File: config.mk
export PLATFORM = sky130hd
export DESIGN_NAME = texture_format_descriptor_decode_core
export DESIGN_NICKNAME = d
export VERILOG_FILES = /design/src/sv/tfdd_pkg.sv /design/src/sv/tfdd_front.sv /design/src/sv/tfdd_queue.sv /design/src/sv/tfdd_back.sv /design/src/sv/texture_format_descriptor_decode_core.sv
export SDC_FILE = /design/constraint.sdc
export NUM_CORES = 2
export LEC_CHECK = 0
export BUFFER_PORTS_ARGS = -buffer_cell sky130_fd_sc_hd__buf_2
export CELL_PAD_IN_SITES_DETAIL_PLACEMENT = 0
export CELL_PAD_IN_SITES_GLOBAL_PLACEMENT = 1
export CORE_MARGIN = 2
export CORE_UTILIZATION = 35
export DETAILED_ROUTE_END_ITERATION = 6
export GPL_TIMING_DRIVEN = 1
export PLACE_DENSITY = 0.58
export RECOVER_POWER = 50
export SYNTH_ARGS = -nofsm -noshare
export SYNTH_HDL_FRONTEND = slang
export SYNTH_HIERARCHICAL = 1
export SYNTH_SLANG_ARGS = --single-unit
File: constraint.sdc
create_clock -name clk -period 25 [get_ports clk]
set_input_delay 1.25 -clock clk [delete_from_list [all_inputs] [get_ports clk]]
set_output_delay 1.25 -clock clk [all_outputs]
set_load 0.01 [all_outputs]
File: src/sv/tfdd_pkg.sv
// Shared types, constants and lookup functions for the texture format descriptor decoder.
`default_nettype none

package tfdd_pkg;

  localparam int FMT_W           = 8;
  localparam int DIM_W           = 16;
  localparam int CODE16_W        = 16;
  localparam int BLK_W           = 4;
  localparam int BYTES_W         = 5;
  localparam int LEVEL_W         = 34;
  localparam int IN_TDATA_W      = 40;
  localparam int OUT_TDATA_W     = 96;
  localparam int OUT_TUSER_W     = 3;
  localparam int CFG_IDX_W       = 2;
  localparam int CFG_DATA_W      = 1;
  localparam int DIM_BITS_DEF    = 16;
  localparam int QUEUE_DEPTH_DEF = 4;
  localparam int RECIP_W         = 21;
  localparam int RECIP_SHIFT     = 20;

  localparam logic [LEVEL_W-1:0] LEVEL_MAX = {LEVEL_W{1'b1}};

  // Configuration register indexes
  typedef enum logic [CFG_IDX_W-1:0] {
    CFG_CAP_ASTC = 2'd0,
    CFG_CAP_BPTC = 2'd1,
    CFG_CAP_ETC2 = 2'd2,
    CFG_CAP_S3TC = 2'd3
  } cfg_idx_t;

  // Source format codes
  localparam logic [FMT_W-1:0] FMT_RGB8        = 8'd23;
  localparam logic [FMT_W-1:0] FMT_RGB8_SRGB   = 8'd29;
  localparam logic [FMT_W-1:0] FMT_RGBA8       = 8'd37;
  localparam logic [FMT_W-1:0] FMT_RGBA8_SRGB  = 8'd43;
  localparam logic [FMT_W-1:0] FMT_BC1         = 8'd131;
  localparam logic [FMT_W-1:0] FMT_BC1_SRGB    = 8'd132;
  localparam logic [FMT_W-1:0] FMT_BC1A        = 8'd133;
  localparam logic [FMT_W-1:0] FMT_BC1A_SRGB   = 8'd134;
  localparam logic [FMT_W-1:0] FMT_BC2         = 8'd135;
  localparam logic [FMT_W-1:0] FMT_BC2_SRGB    = 8'd136;
  localparam logic [FMT_W-1:0] FMT_BC3         = 8'd137;
  localparam logic [FMT_W-1:0] FMT_BC3_SRGB    = 8'd138;
  localparam logic [FMT_W-1:0] FMT_BC7         = 8'd145;
  localparam logic [FMT_W-1:0] FMT_BC7_SRGB    = 8'd146;
  localparam logic [FMT_W-1:0] FMT_ETC2_RGB8   = 8'd147;
  localparam logic [FMT_W-1:0] FMT_ETC2_SRGB8  = 8'd148;
  localparam logic [FMT_W-1:0] FMT_ETC2_RGB8A1 = 8'd149;
  localparam logic [FMT_W-1:0] FMT_ETC2_SRGB8A1 = 8'd150;
  localparam logic [FMT_W-1:0] FMT_ETC2_RGBA8  = 8'd151;
  localparam logic [FMT_W-1:0] FMT_ETC2_SRGBA8 = 8'd152;
  localparam logic [FMT_W-1:0] FMT_ASTC_FIRST  = 8'd157;
  localparam logic [FMT_W-1:0] FMT_ASTC_LAST   = 8'd184;

  // Legacy API enumerants
  localparam logic [CODE16_W-1:0] GL_RGB8          = 16'h8051;
  localparam logic [CODE16_W-1:0] GL_SRGB8         = 16'h8C41;
  localparam logic [CODE16_W-1:0] GL_RGBA8         = 16'h8058;
  localparam logic [CODE16_W-1:0] GL_SRGB8_ALPHA8  = 16'h8C43;
  localparam logic [CODE16_W-1:0] GL_RGB           = 16'h1907;
  localparam logic [CODE16_W-1:0] GL_RGBA          = 16'h1908;
  localparam logic [CODE16_W-1:0] GL_UNSIGNED_BYTE = 16'h1401;
  localparam logic [CODE16_W-1:0] GL_DXT1          = 16'h83F0;
  localparam logic [CODE16_W-1:0] GL_DXT1_SRGB     = 16'h8C4C;
  localparam logic [CODE16_W-1:0] GL_DXT1A         = 16'h83F1;
  localparam logic [CODE16_W-1:0] GL_DXT1A_SRGB    = 16'h8C4D;
  localparam logic [CODE16_W-1:0] GL_DXT3          = 16'h83F2;
  localparam logic [CODE16_W-1:0] GL_DXT3_SRGB     = 16'h8C4E;
  localparam logic [CODE16_W-1:0] GL_DXT5          = 16'h83F3;
  localparam logic [CODE16_W-1:0] GL_DXT5_SRGB     = 16'h8C4F;
  localparam logic [CODE16_W-1:0] GL_BPTC          = 16'h8E8C;
  localparam logic [CODE16_W-1:0] GL_BPTC_SRGB     = 16'h8E8D;
  localparam logic [CODE16_W-1:0] GL_ETC2_RGB8     = 16'h9274;
  localparam logic [CODE16_W-1:0] GL_ETC2_SRGB8    = 16'h9275;
  localparam logic [CODE16_W-1:0] GL_ETC2_RGB8A1   = 16'h9276;
  localparam logic [CODE16_W-1:0] GL_ETC2_SRGB8A1  = 16'h9277;
  localparam logic [CODE16_W-1:0] GL_ETC2_RGBA8    = 16'h9278;
  localparam logic [CODE16_W-1:0] GL_ETC2_SRGBA8   = 16'h9279;
  localparam logic [CODE16_W-1:0] GL_ASTC_UNORM    = 16'h93B0;
  localparam logic [CODE16_W-1:0] GL_ASTC_SRGB     = 16'h93D0;

  typedef struct packed {
    logic astc;
    logic bptc;
    logic etc2;
    logic s3tc;
  } caps_t;

  typedef struct packed {
    logic [CODE16_W-1:0] ifmt;
    logic [CODE16_W-1:0] base;
    logic [CODE16_W-1:0] ptype;
    logic [BLK_W-1:0]    bw;
    logic [BLK_W-1:0]    bh;
    logic [BYTES_W-1:0]  bytes;
    logic                comp;
    logic                valid;
    logic                sup;
  } desc_t;

  // Queue entry between classifier and size pipeline
  typedef struct packed {
    desc_t            d;
    logic [DIM_W-1:0] w;
    logic [DIM_W-1:0] h;
  } qent_t;

  // Footprint divisor split as 2^k * m, m odd
  typedef struct packed {
    logic [1:0] k;
    logic [2:0] m;
  } split_t;

  // ASTC footprint, returns {bw, bh}
  function automatic logic [2*BLK_W-1:0] astc_foot(input logic [3:0] idx);
    logic [2*BLK_W-1:0] f;
    unique case (idx)
      4'd0:    f = {4'd4,  4'd4};
      4'd1:    f = {4'd5,  4'd4};
      4'd2:    f = {4'd5,  4'd5};
      4'd3:    f = {4'd6,  4'd5};
      4'd4:    f = {4'd6,  4'd6};
      4'd5:    f = {4'd8,  4'd5};
      4'd6:    f = {4'd8,  4'd6};
      4'd7:    f = {4'd8,  4'd8};
      4'd8:    f = {4'd10, 4'd5};
      4'd9:    f = {4'd10, 4'd6};
      4'd10:   f = {4'd10, 4'd8};
      4'd11:   f = {4'd10, 4'd10};
      4'd12:   f = {4'd12, 4'd10};
      4'd13:   f = {4'd12, 4'd12};
      default: f = '0;
    endcase
    return f;
  endfunction

  function automatic split_t split_div(input logic [BLK_W-1:0] b);
    split_t s;
    unique case (b)
      4'd4:    s = '{k: 2'd2, m: 3'd1};
      4'd5:    s = '{k: 2'd0, m: 3'd5};
      4'd6:    s = '{k: 2'd1, m: 3'd3};
      4'd8:    s = '{k: 2'd3, m: 3'd1};
      4'd10:   s = '{k: 2'd1, m: 3'd5};
      4'd12:   s = '{k: 2'd2, m: 3'd3};
      default: s = '{k: 2'd0, m: 3'd1};
    endcase
    return s;
  endfunction

  // Scaled reciprocal of the odd divisor; estimate lands on q or q-1
  function automatic logic [RECIP_W-1:0] recip(input logic [2:0] m);
    logic [RECIP_W-1:0] r;
    unique case (m)
      3'd3:    r = 21'd349525;
      3'd5:    r = 21'd209715;
      default: r = 21'd1048576;
    endcase
    return r;
  endfunction

endpackage

`default_nettype wire

File: src/sv/tfdd_front.sv
// Front end: capability registers, input handshake and format classification.
`default_nettype none

module tfdd_front #(
  parameter int DIM_BITS = tfdd_pkg::DIM_BITS_DEF
) (
  input  wire logic                             clk,
  input  wire logic                             rst,
  input  wire logic                             cfg_we,
  input  wire logic [tfdd_pkg::CFG_IDX_W-1:0]   cfg_idx,
  input  wire logic [tfdd_pkg::CFG_DATA_W-1:0]  cfg_wdata,
  input  wire logic                             in_valid,
  output logic                                  in_ready,
  input  wire logic [tfdd_pkg::IN_TDATA_W-1:0]  in_data,
  input  wire logic                             q_full,
  output logic                                  push,
  output tfdd_pkg::qent_t                       push_ent
);
  import tfdd_pkg::*;

  caps_t               caps;
  logic [FMT_W-1:0]    code;
  logic [DIM_W-1:0]    dmask;
  logic [FMT_W-1:0]    off;
  logic [3:0]          idx;
  logic [2*BLK_W-1:0]  foot;
  desc_t               d;

  function automatic desc_t mk_plain(input logic [CODE16_W-1:0] ifmt,
                                     input logic [CODE16_W-1:0] base,
                                     input logic [BYTES_W-1:0] bytes);
    desc_t r;
    r.ifmt  = ifmt;
    r.base  = base;
    r.ptype = GL_UNSIGNED_BYTE;
    r.bw    = 4'd1;
    r.bh    = 4'd1;
    r.bytes = bytes;
    r.comp  = 1'b0;
    r.valid = 1'b1;
    r.sup   = 1'b1;
    return r;
  endfunction

  function automatic desc_t mk_block(input logic [CODE16_W-1:0] ifmt,
                                     input logic [BYTES_W-1:0] bytes,
                                     input logic cap);
    desc_t r;
    r.ifmt  = ifmt;
    r.base  = '0;
    r.ptype = '0;
    r.bw    = 4'd4;
    r.bh    = 4'd4;
    r.bytes = bytes;
    r.comp  = 1'b1;
    r.valid = 1'b1;
    r.sup   = cap;
    return r;
  endfunction

  always_ff @(posedge clk) begin
    if (rst) begin
      caps <= '0;
    end else if (cfg_we) begin
      unique case (cfg_idx_t'(cfg_idx))
        CFG_CAP_ASTC: caps.astc <= cfg_wdata[0];
        CFG_CAP_BPTC: caps.bptc <= cfg_wdata[0];
        CFG_CAP_ETC2: caps.etc2 <= cfg_wdata[0];
        CFG_CAP_S3TC: caps.s3tc <= cfg_wdata[0];
      endcase
    end
  end

  assign code = in_data[FMT_W-1:0];

  always_comb begin
    for (int i = 0; i < DIM_W; i++) begin
      dmask[i] = (i < DIM_BITS);
    end
  end

  always_comb begin
    off  = code - FMT_ASTC_FIRST;
    idx  = off[4:1];
    foot = astc_foot(idx);
    d    = '0;
    unique case (code)
      FMT_RGB8:         d = mk_plain(GL_RGB8, GL_RGB, 5'd3);
      FMT_RGB8_SRGB:    d = mk_plain(GL_SRGB8, GL_RGB, 5'd3);
      FMT_RGBA8:        d = mk_plain(GL_RGBA8, GL_RGBA, 5'd4);
      FMT_RGBA8_SRGB:   d = mk_plain(GL_SRGB8_ALPHA8, GL_RGBA, 5'd4);
      FMT_BC1:          d = mk_block(GL_DXT1, 5'd8, caps.s3tc);
      FMT_BC1_SRGB:     d = mk_block(GL_DXT1_SRGB, 5'd8, caps.s3tc);
      FMT_BC1A:         d = mk_block(GL_DXT1A, 5'd8, caps.s3tc);
      FMT_BC1A_SRGB:    d = mk_block(GL_DXT1A_SRGB, 5'd8, caps.s3tc);
      FMT_BC2:          d = mk_block(GL_DXT3, 5'd16, caps.s3tc);
      FMT_BC2_SRGB:     d = mk_block(GL_DXT3_SRGB, 5'd16, caps.s3tc);
      FMT_BC3:          d = mk_block(GL_DXT5, 5'd16, caps.s3tc);
      FMT_BC3_SRGB:     d = mk_block(GL_DXT5_SRGB, 5'd16, caps.s3tc);
      FMT_BC7:          d = mk_block(GL_BPTC, 5'd16, caps.bptc);
      FMT_BC7_SRGB:     d = mk_block(GL_BPTC_SRGB, 5'd16, caps.bptc);
      FMT_ETC2_RGB8:    d = mk_block(GL_ETC2_RGB8, 5'd8, caps.etc2);
      FMT_ETC2_SRGB8:   d = mk_block(GL_ETC2_SRGB8, 5'd8, caps.etc2);
      FMT_ETC2_RGB8A1:  d = mk_block(GL_ETC2_RGB8A1, 5'd8, caps.etc2);
      FMT_ETC2_SRGB8A1: d = mk_block(GL_ETC2_SRGB8A1, 5'd8, caps.etc2);
      FMT_ETC2_RGBA8:   d = mk_block(GL_ETC2_RGBA8, 5'd16, caps.etc2);
      FMT_ETC2_SRGBA8:  d = mk_block(GL_ETC2_SRGBA8, 5'd16, caps.etc2);
      default: begin
        if (code >= FMT_ASTC_FIRST && code <= FMT_ASTC_LAST) begin
          d    = mk_block((off[0] ? GL_ASTC_SRGB : GL_ASTC_UNORM) + {12'd0, idx},
                          5'd16, caps.astc);
          d.bw = foot[2*BLK_W-1:BLK_W];
          d.bh = foot[BLK_W-1:0];
        end
      end
    endcase
  end

  assign in_ready   = !q_full;
  assign push       = in_valid && !q_full;
  assign push_ent.d = d;
  assign push_ent.w = in_data[FMT_W +: DIM_W] & dmask;
  assign push_ent.h = in_data[FMT_W+DIM_W +: DIM_W] & dmask;

endmodule

`default_nettype wire

File: src/sv/tfdd_queue.sv
// Small FIFO that decouples the classifier from the size pipeline.
`default_nettype none

module tfdd_queue #(
  parameter int DEPTH = tfdd_pkg::QUEUE_DEPTH_DEF
) (
  input  wire logic            clk,
  input  wire logic            rst,
  input  wire logic            push,
  input  wire tfdd_pkg::qent_t wr_ent,
  output logic                 full,
  input  wire logic            pop,
  output tfdd_pkg::qent_t      rd_ent,
  output logic                 not_empty
);
  import tfdd_pkg::*;

  localparam int PW = (DEPTH > 1) ? $clog2(DEPTH) : 1;
  localparam int CW = $clog2(DEPTH + 1);

  qent_t          mem [DEPTH];
  logic [PW-1:0]  wr_ptr;
  logic [PW-1:0]  rd_ptr;
  logic [CW-1:0]  count;

  always_ff @(posedge clk) begin
    if (push) begin
      mem[wr_ptr] <= wr_ent;
    end
  end

  always_ff @(posedge clk) begin
    if (rst) begin
      wr_ptr <= '0;
      rd_ptr <= '0;
      count  <= '0;
    end else begin
      if (push) begin
        wr_ptr <= (wr_ptr == PW'(DEPTH - 1)) ? '0 : wr_ptr + 1'b1;
      end
      if (pop) begin
        rd_ptr <= (rd_ptr == PW'(DEPTH - 1)) ? '0 : rd_ptr + 1'b1;
      end
      if (push && !pop) begin
        count <= count + 1'b1;
      end else if (pop && !push) begin
        count <= count - 1'b1;
      end
    end
  end

  assign full      = (count == CW'(DEPTH));
  assign not_empty = (count != '0);
  assign rd_ent    = mem[rd_ptr];

endmodule

`default_nettype wire

File: src/sv/tfdd_back.sv
// Back end: level byte-size pipeline and registered output stage.
`default_nettype none

module tfdd_back (
  input  wire logic                              clk,
  input  wire logic                              rst,
  input  wire logic                              q_valid,
  input  wire tfdd_pkg::qent_t                   q_ent,
  output logic                                   pop,
  output logic                                   out_valid,
  input  wire logic                              out_ready,
  output logic [tfdd_pkg::OUT_TDATA_W-1:0]       out_data,
  output logic [tfdd_pkg::OUT_TUSER_W-1:0]       out_user
);
  import tfdd_pkg::*;

  localparam int UW = DIM_W + 1;
  localparam int PRW = UW + RECIP_W;
  localparam int FW = 2 * DIM_W + BYTES_W;

  typedef struct packed {
    desc_t d;
    logic  zero;
  } meta_t;

  logic                adv;
  split_t              sx, sy;
  logic [UW-1:0]       tx, ty, ux, uy;
  logic [PRW-1:0]      px, py;
  logic [UW-1:0]       rx, ry;
  logic [DIM_W-1:0]    bx, by;
  logic [FW-1:0]       full_bytes;
  logic [LEVEL_W-1:0]  lb;

  logic                a_v, b_v, c_v, d_v;
  meta_t               a_m, b_m, c_m, d_m;
  logic [UW-1:0]       a_ux, a_uy, b_ux, b_uy, b_qx, b_qy;
  logic [2:0]          a_mx, a_my, b_mx, b_my;
  logic [DIM_W-1:0]    c_bx, c_by;
  logic [2*DIM_W-1:0]  d_p;
  desc_t               o_d;
  logic [LEVEL_W-1:0]  o_lb;

  // Advance the whole pipe when the output register is free or being taken
  assign adv = !out_valid || out_ready;
  assign pop = adv && q_valid;

  // Stage A: ceil over the power-of-two part, then bias for the odd part
  always_comb begin
    sx = split_div(q_ent.d.bw);
    sy = split_div(q_ent.d.bh);
    tx = ({1'b0, q_ent.w} + ((UW'(1) << sx.k) - UW'(1))) >> sx.k;
    ty = ({1'b0, q_ent.h} + ((UW'(1) << sy.k) - UW'(1))) >> sy.k;
    ux = tx + UW'(sx.m) - UW'(1);
    uy = ty + UW'(sy.m) - UW'(1);
  end

  // Stage B: reciprocal estimate
  assign px = PRW'(a_ux) * PRW'(recip(a_mx));
  assign py = PRW'(a_uy) * PRW'(recip(a_my));

  // Stage C: one-step correction of the estimate
  always_comb begin
    rx = b_ux - UW'(b_qx * UW'(b_mx));
    ry = b_uy - UW'(b_qy * UW'(b_my));
    bx = DIM_W'((rx >= UW'(b_mx)) ? b_qx + UW'(1) : b_qx);
    by = DIM_W'((ry >= UW'(b_my)) ? b_qy + UW'(1) : b_qy);
  end

  // Stage E: scale by block bytes and saturate; zero for an unknown format or an empty level
  always_comb begin
    full_bytes = FW'(d_p) * FW'(d_m.d.bytes);
    if (!d_m.d.valid || d_m.zero) begin
      lb = '0;
    end else if (full_bytes > FW'(LEVEL_MAX)) begin
      lb = LEVEL_MAX;
    end else begin
      lb = full_bytes[LEVEL_W-1:0];
    end
  end

  always_ff @(posedge clk) begin
    if (rst) begin
      a_v       <= 1'b0;
      b_v       <= 1'b0;
      c_v       <= 1'b0;
      d_v       <= 1'b0;
      out_valid <= 1'b0;
    end else if (adv) begin
      a_v       <= q_valid;
      b_v       <= a_v;
      c_v       <= b_v;
      d_v       <= c_v;
      out_valid <= d_v;
    end
  end

  always_ff @(posedge clk) begin
    if (adv) begin
      a_m.d    <= q_ent.d;
      a_m.zero <= (q_ent.w == '0) || (q_ent.h == '0);
      a_ux     <= ux;
      a_uy     <= uy;
      a_mx     <= sx.m;
      a_my     <= sy.m;
      b_m      <= a_m;
      b_ux     <= a_ux;
      b_uy     <= a_uy;
      b_mx     <= a_mx;
      b_my     <= a_my;
      b_qx     <= px[RECIP_SHIFT +: UW];
      b_qy     <= py[RECIP_SHIFT +: UW];
      c_m      <= b_m;
      c_bx     <= bx;
      c_by     <= by;
      d_m      <= c_m;
      d_p      <= (2*DIM_W)'(c_bx) * (2*DIM_W)'(c_by);
      o_d      <= d_m.d;
      o_lb     <= lb;
    end
  end

  assign out_data = {1'b0, o_lb, o_d.bytes, o_d.bh, o_d.bw, o_d.ptype, o_d.base, o_d.ifmt};
  assign out_user = {o_d.valid && o_d.sup, o_d.valid, o_d.comp};

endmodule

`default_nettype wire

File: src/sv/texture_format_descriptor_decode_core.sv
// Top level of the texture format descriptor decoder.
// A request accepted on s_axis passes through the queue, four size-pipeline stages and
//   one output register before its result shows on m_axis.
// Throughput: one request per cycle, sustained while m_axis_tready stays high.
// Reset (rst, synchronous, active high) clears the capability registers, the queue
//   and every pipeline valid bit; payload registers are not reset.
`default_nettype none

module texture_format_descriptor_decode_core #(
  parameter int DIM_BITS    = tfdd_pkg::DIM_BITS_DEF,
  parameter int QUEUE_DEPTH = tfdd_pkg::QUEUE_DEPTH_DEF
) (
  input  wire logic                               clk,
  input  wire logic                               rst,
  // Capability register writes (index per cfg_idx_t)
  input  wire logic                               cfg_we,
  input  wire logic [tfdd_pkg::CFG_IDX_W-1:0]     cfg_idx,
  input  wire logic [tfdd_pkg::CFG_DATA_W-1:0]    cfg_wdata,
  // Request stream
  input  wire logic                               s_axis_tvalid,
  output logic                                    s_axis_tready,
  // [7:0] format_code, [23:8] level_width, [39:24] level_height
  input  wire logic [tfdd_pkg::IN_TDATA_W-1:0]    s_axis_tdata,
  // Result stream
  output logic                                    m_axis_tvalid,
  input  wire logic                               m_axis_tready,
  // [15:0] internal_format, [31:16] upload_base_format, [47:32] upload_pixel_type,
  // [51:48] block_w, [55:52] block_h, [60:56] block_size_bytes,
  // [94:61] level_bytes, [95] zero pad
  output logic [tfdd_pkg::OUT_TDATA_W-1:0]        m_axis_tdata,
  // [0] is_compressed, [1] is_valid, [2] is_supported
  output logic [tfdd_pkg::OUT_TUSER_W-1:0]        m_axis_tuser
);
  import tfdd_pkg::*;

  logic  push;
  logic  q_full;
  logic  q_not_empty;
  logic  pop;
  qent_t push_ent;
  qent_t head_ent;

  // Front: hold capability bits, classify the format code, mask the dimensions
  // to DIM_BITS and push one entry per accepted request.
  tfdd_front #(
    .DIM_BITS (DIM_BITS)
  ) u_front (
    .clk      (clk),
    .rst      (rst),
    .cfg_we   (cfg_we),
    .cfg_idx  (cfg_idx),
    .cfg_wdata(cfg_wdata),
    .in_valid (s_axis_tvalid),
    .in_ready (s_axis_tready),
    .in_data  (s_axis_tdata),
    .q_full   (q_full),
    .push     (push),
    .push_ent (push_ent)
  );

  // Queue: lets the front keep accepting while the output side stalls.
  tfdd_queue #(
    .DEPTH(QUEUE_DEPTH)
  ) u_queue (
    .clk      (clk),
    .rst      (rst),
    .push     (push),
    .wr_ent   (push_ent),
    .full     (q_full),
    .pop      (pop),
    .rd_ent   (head_ent),
    .not_empty(q_not_empty)
  );

  // Back: ceil(w/bw) and ceil(h/bh) by shift plus reciprocal multiply,
  // product of block counts, scale by block bytes with saturation at 2^34-1.
  tfdd_back u_back (
    .clk      (clk),
    .rst      (rst),
    .q_valid  (q_not_empty),
    .q_ent    (head_ent),
    .pop      (pop),
    .out_valid(m_axis_tvalid),
    .out_ready(m_axis_tready),
    .out_data (m_axis_tdata),
    .out_user (m_axis_tuser)
  );

  // Supported implies recognized
  a_sup_valid: assert property (@(posedge clk) disable iff (rst)
    m_axis_tvalid && m_axis_tuser[2] |-> m_axis_tuser[1])
    else $error("supported result on an unrecognized format");

  // Unknown code yields an all-zero descriptor and zero bytes
  a_unknown_zero: assert property (@(posedge clk) disable iff (rst)
    m_axis_tvalid && !m_axis_tuser[1] |-> (m_axis_tdata == '0) && (m_axis_tuser == '0))
    else $error("unknown format produced nonzero fields");

  // Compressed formats carry no upload base format or pixel type
  a_comp_no_upload: assert property (@(posedge clk) disable iff (rst)
    m_axis_tvalid && m_axis_tuser[0] |-> (m_axis_tdata[47:16] == '0))
    else $error("compressed format with upload fields set");

  // No result can be presented in the cycle after reset
  a_reset_empty: assert property (@(posedge clk)
    rst |=> !m_axis_tvalid)
    else $error("result valid right after reset");

  // Queue push only when the front reported space
  a_push_space: assert property (@(posedge clk) disable iff (rst)
    push |-> s_axis_tready && !q_full)
    else $error("queue push while full");

endmodule

`default_nettype wire
# Word-level counts from Yosys, hierarchy flattened

Memories as Yosys holds them, arrays and structs flattened. A register that Yosys moved wholly into a read port is not among the register bits.
Index checks and enable logic that the tools add are counted.

Bits in registers: 552
RAM bits: 384
ROM bits: 128
Input bits: 48
Output and inout bits: 101
Word-level logic and storage cells: 193
Memories: 2

Memory list:

| memory           | depth | width | read ports | clocked after memory_dff | write ports | RTL line         | text |
|---|---|---|---|---|---|---|---|
| u_queue.mem      | 4     | 96    | 1          | 1                        | 1           | tfdd_queue.sv:21 | `qent_t mem [DEPTH];` |
| (name not given) | 16    | 8     | 1          | 0                        | 0           | tfdd_pkg.sv:118  | `unique case (idx)` |

Add/subtract/negate cells: 18
$mul: 6
$lt $le $gt $ge: 5
Equal/unequal tests: 42
Shifts and indexed selects: 4
Mux-type cells: 18
Reductions and logical operators: 23

Operators by type and width:

| kind                                                 | number |
|---|---|
| case mux 64 bit (20 select lines)                    | 1 |
| equality test 8 bit, second input constant           | 16 |
| case mux 21 bit (2 select lines)                     | 2 |
| multiplier 17 x 21 -> 37 bit                         | 2 |
| subtractor 17 x 1 -> 17 bit, second input constant   | 4 |
| 2-to-1 mux 64 bit                                    | 1 |
| case mux 5 bit (6 select lines)                      | 2 |
| > comparator 37 x 34 -> 1 bit, second input constant | 1 |
| multiplier 32 x 5 -> 37 bit                          | 1 |
| adder 16 x 17 -> 17 bit                              | 2 |
| adder 17 x 3 -> 17 bit                               | 2 |
| >= comparator 17 x 3 -> 1 bit                        | 2 |
| multiplier 17 x 3 -> 17 bit                          | 2 |
| 2-to-1 mux 34 bit                                    | 1 |
| << shifter 1 x 2 -> 17 bit, first input constant     | 2 |
| >> shifter 17 x 2 -> 17 bit                          | 2 |
| subtractor 17 bit                                    | 2 |
| adder 16 x 1 -> 16 bit, second input constant        | 2 |
| zero test 16 bit                                     | 2 |
| multiplier 16 x 16 -> 32 bit                         | 1 |
| 2-to-1 mux 16 bit                                    | 2 |
| equality test 4 x 3 -> 1 bit, second input constant  | 6 |
| equality test 4 bit, second input constant           | 6 |
| adder 16 x 4 -> 16 bit                               | 1 |
| other kinds (23)                                     | 51 |

# Depth between registers and ports, before layout

Depth after elaboration: 8
Depth in mapped cells: 28
Gate-level depth less buffers: 27

# Modules after synthesis

Netlist, hierarchy kept.

By module, submodules not included:

| module     | instances | cells an instance | area each (um2) | seq. area each (um2) |
|---|---|---|---|---|
| tfdd_back  | 1         | 4,558             | 49,653.9        | 16,075.4 |
| tfdd_queue | 1         | 546               | 14,285.0        | 11,711.2 |
| tfdd_front | 1         | 249               | 1,814.2         | 80.1 |

# Worst setup path after synthesis

OpenSTA, ideal clock, no wires.

Path type: in2reg
From: in m_axis_tready
To: reg u_queue.count[2]
Setup time: 70 ps
Data arrival time: 18,195 ps
Required time: 24,930 ps
Path slack: 6,735 ps
Stages on the path: 10
Buffers on the path: 1
Cells stage by stage: nand2b_1 > clkbuf_1 > and2_1 > inv_1 > ha_1 > inv_1 > fa_1 > xor2_1 > or3_1 > a21oi_1

Word-level cells in the longest chain between the ends: 5
Elaborated cells on any way between the ends: 7
Classes of those cells: mux: 1; reduce/logical: 6

RTL lines:

| item                                                          | RTL line                                    | text |
|---|---|---|
| start, declared                                               | texture_format_descriptor_decode_core.sv:26 | `input wire logic m_axis_tready,` |
| logical OR 1 bit (*)                                          | tfdd_back.sv:45                             | `assign adv = !out_valid \|\| out_ready;` |
| logical AND 1 bit (*)                                         | tfdd_back.sv:46                             | `assign pop = adv && q_valid;` |
| via pop                                                       | texture_format_descriptor_decode_core.sv:39 | `logic pop;` |
| zero test 1 bit                                               | tfdd_queue.sv:44                            | `if (push && !pop) begin` |
| logical AND 1 bit                                             | tfdd_queue.sv:44                            |  |
| 2-to-1 mux 3 bit / nonzero test 2 bit (equally long branches) | n/a                                         |  |
| end signal, assigned                                          | tfdd_queue.sv:45                            | `count <= count + 1'b1;` |
| end signal, assigned                                          | tfdd_queue.sv:47                            | `count <= count - 1'b1;` |
| end, declared                                                 | tfdd_queue.sv:24                            | `logic [CW-1:0] count;` |

The timed path passes the listed nets; every way through them passes the cells marked *.
A chain may end at the register's enable or synchronous reset.

==> key figures <==
Drt
  – Vias post-DR: about 38000
  – Initial drt markers: around 1800
  – DRC viols: 0
  – DRT Pass-1 Iters: 5
  – Via density: 4.75
  – Final antenna-violating net count: 0
  – Wire per inst: ~18 µm
  – Final wirelength: roughly 140000 µm

Worst setup path
  – Kind of cell adding the most delay to the critical path: buffers and inverters
  – CP max-delay cell: clkbuf_1
  – Endpoint type of the worst setup path: register
  – Worst Path Buf+Inv: 3
  – CP arrival: 9.52 ns
  – Crit-path cells: clkbuf_1 > mux4_2 > inv_1 > ha_1 > inv_1 > ha_1 > fa_1 > a211oi_1 > o31ai_1 > a2111oi_0 > a211oi_1 > xnor2_1 > nor2_1 > a211oi_1 > nand4b_1 > nor3_1 > a311o_1 > a21oi_1
  – Type of origin of the critical path: register
  – Crit path largest cell delay: between 2 and 2.5 ns
  – Critical path class: register to register
  – Maximum net fanout on the critical path: 33
  – Cell mode on critical path: a211oi_1
  – CP required: 25.45 ns

Synth
  – Synth Cell Area: 0.0658 mm²
  – Post-Syn Area per Cell: ~12 µm²
  – Cell count after synthesis: 5353
  – Yosys warning count: 6
  – Flops & latches, synth: between 900 and 1000
  – EDFF count, synth: 916
  – Register area share after synthesis: 42.4%
  – Top FF cell, synth: edfxtp_1
  – Count of different cell masters after synthesis: 114
  – Ys async rst share: 0%

Timing
  – Tcrit/Tclk final: 36.3%
  – Final worst path period need: 9.07 ns
  – Post-route setup slack: 15.93 ns
  – Count of pins over their slew limit: 565
  – Max Freq: approximately 110 MHz
  – Slew margin rel.: -142%
  – RSZ-0062 raised after global routing: false
  – Worst-Margin Slew: 3.63 ns
  – Final Hold Viols: 0
  – Final setup fails: 0
  – Clock Skew: about 0.087 ns
  – Total negative slack: 0 ns

Placed design
  – Post-DP HPWL: 105000 µm
  – Global placer's final weighted congestion: approximately 0.85
  – Placed cells: 7785
  – Port bufs: 147
  – Place WS: 16.96 ns

Run
  – Max_cap viols: 14

Layout
  – Total Nets Final: 6545
  – Share of post-route cells with drive strength above 1: 6.19%
  – Layout area overhead: 8.75%
  – Commonest non-fill, non-tap cell in the layout: edfxtp_1
  – Most frequent cells in the layout: 916 x edfxtp_1, 890 x inv_1, 597 x fa_1
  – Final non-filler cell total: 7979

Run status
  – Result of the run: complete, but fails checks
  – Failing checks: capacitance limit, slew limit

Global routing
  – Gr ovfl total: 0
  – Total Routing Usage GR: 14.8%
  – Initial antenna violation count: 6
  – Global-route wire length before repair: 225000 µm
  – Largest net degree at the start of global routing: 81
  – Vias in the first global route: 40000

Clock network
  – Reg clk slew, reported paths: 0.06 ns
  – CTS Buffer Depth: 3
  – Postcts setup bufs: 0
  – CTS Sinks: 934
  – CTS root buf: clkbuf_16
  – # hold bufs at CTS: 0
  – Total CTS buffers: 103
  – H-tree levels: 3
  – Post_cts resized: 0
  – Clock tree from TritonCTS: built
  – Worst skew pair latency: 0.77 ns

Hold path
  – Worst Hold Class: register to register

Floorplan
  – Die H: around 440 µm
  – Row cnt: 159
  – Die Wd: 437 µm
  – Initial Util: 35.1%
  – Core area: 0.187 mm²
  – Die area: 0.191 mm²
  – Ports: 149
==> path summary, 6_finish.rpt <==
path                                startpoint              end  slack, ns  depth (start not counted)
worst max-delay path                  register  u_back/a_ux[16]      15.93                         18
worst min-delay path            u_back/a_m[40]   u_back/b_m[40]       0.41                          0
worst max register to register        register  u_back/a_ux[16]      15.93                         18
worst min register to register  u_back/a_m[40]   u_back/b_m[40]       0.41                          0
==> metal layers <==
| layer | routed length (µm) | part of all wire [%] | GRT usage, % | vias up |
|---|---|---|---|---|
| li1 | - | - | - | 18100 |
| met3 | 4260 | 3.0 | 1.98 | 149 |
| met5 | 26 | 0.018 | 0 | - |
| met4 | 2840 | 2.0 | 3.64 | 4 |
| met1 | 66700 | 47 | 20.5 | 19200 |
| met2 | 67200 | 48 | 24.7 | 461 |
==> Yosys cell counts (20+ instances only) <==
| library cell | number | area share, % |
|---|---|---|
| buf_4 | 135 | 1.5 |
| edfxtp_1 | 916 | 42 |
| nand2_1 | 401 | 2.3 |
| xnor2_1 | 133 | 1.8 |
| mux4_2 | 96 | 3.3 |
| a21o_1 | 49 | 0.56 |
| buf_2 | 24 | 0.18 |
| a211oi_1 | 36 | 0.41 |
| nand4_1 | 27 | 0.26 |
| nor3_1 | 48 | 0.37 |
| and3_1 | 23 | 0.22 |
| o21ai_0 | 137 | 1.0 |
| a21oi_1 | 136 | 1.0 |
| and2_1 | 322 | 3.1 |
| nand2b_1 | 42 | 0.40 |
| o211ai_1 | 25 | 0.29 |
| a31oi_1 | 20 | 0.19 |
| ha_1 | 505 | 9.6 |
| mux2i_1 | 27 | 0.41 |
| nand3_1 | 48 | 0.37 |
| o21a_1 | 20 | 0.23 |
| nor2_1 | 169 | 0.96 |
| inv_1 | 890 | 5.1 |
| nor2b_1 | 52 | 0.49 |
| xor2_1 | 61 | 0.81 |
| fa_1 | 597 | 18 |
| clkbuf_1 | 88 | 0.50 |
==> flip-flops by register name (all words and copies together), names as in the netlist, 32 cells and up, named ones only <==
register and cells:
u_back/c_m 65, u_back/b_m 65, u_back/o_lb 34, u_back/a_m 65, u_back/d_m 65, u_back/out_data 61, u_back/d_p 32, u_queue/mem 384
==> per-stage QoR <==
step | util [%] | hold WS (ns) | area (µm²)
global placement | 36.5 | 0.401 | 68300
CTS | 38.3 | 0.407 | 71700
floorplan | - | 0.400 | 65800
finish | 38.2 | 0.414 | 71500
detailed placement | 36.5 | 0.405 | 68300
global route | 38.2 | 0.416 | 71500
==> final cells by class <==
cell class / instances / area (µm²)
Antenna cell: 4 / 10.0
Clock buffer: 122 / 2650
Clock inverter: 68 / 718
Fill cell: 18100 / 116000
Inverter: 891 / 3340
Multi-Input combinational cell: 3292 / 33100
Sequential cell: 934 / 27900
Tap cell: 2495 / 3120
Timing Repair Buffer: 173 / 741
==> logic make-up (layout without fill, tap and decap cells) <==
family          count (synthesis)  in the layout  synth area share (%)
simple gates                 1242           1242                  9.76
buf+inv                      1150           1254                  7.50
fa+ha+maj                    1102           1102                  27.8
flops                         934            934                  42.4
compound gates                595            595                  6.07
xor+xnor                      196            196                  2.64
mux                           132            132                  3.85
other cells                     2             29                0.0114
Power is not shown: default switching activity piles up to over one toggle a cycle in this logic, so the estimate is an artifact.
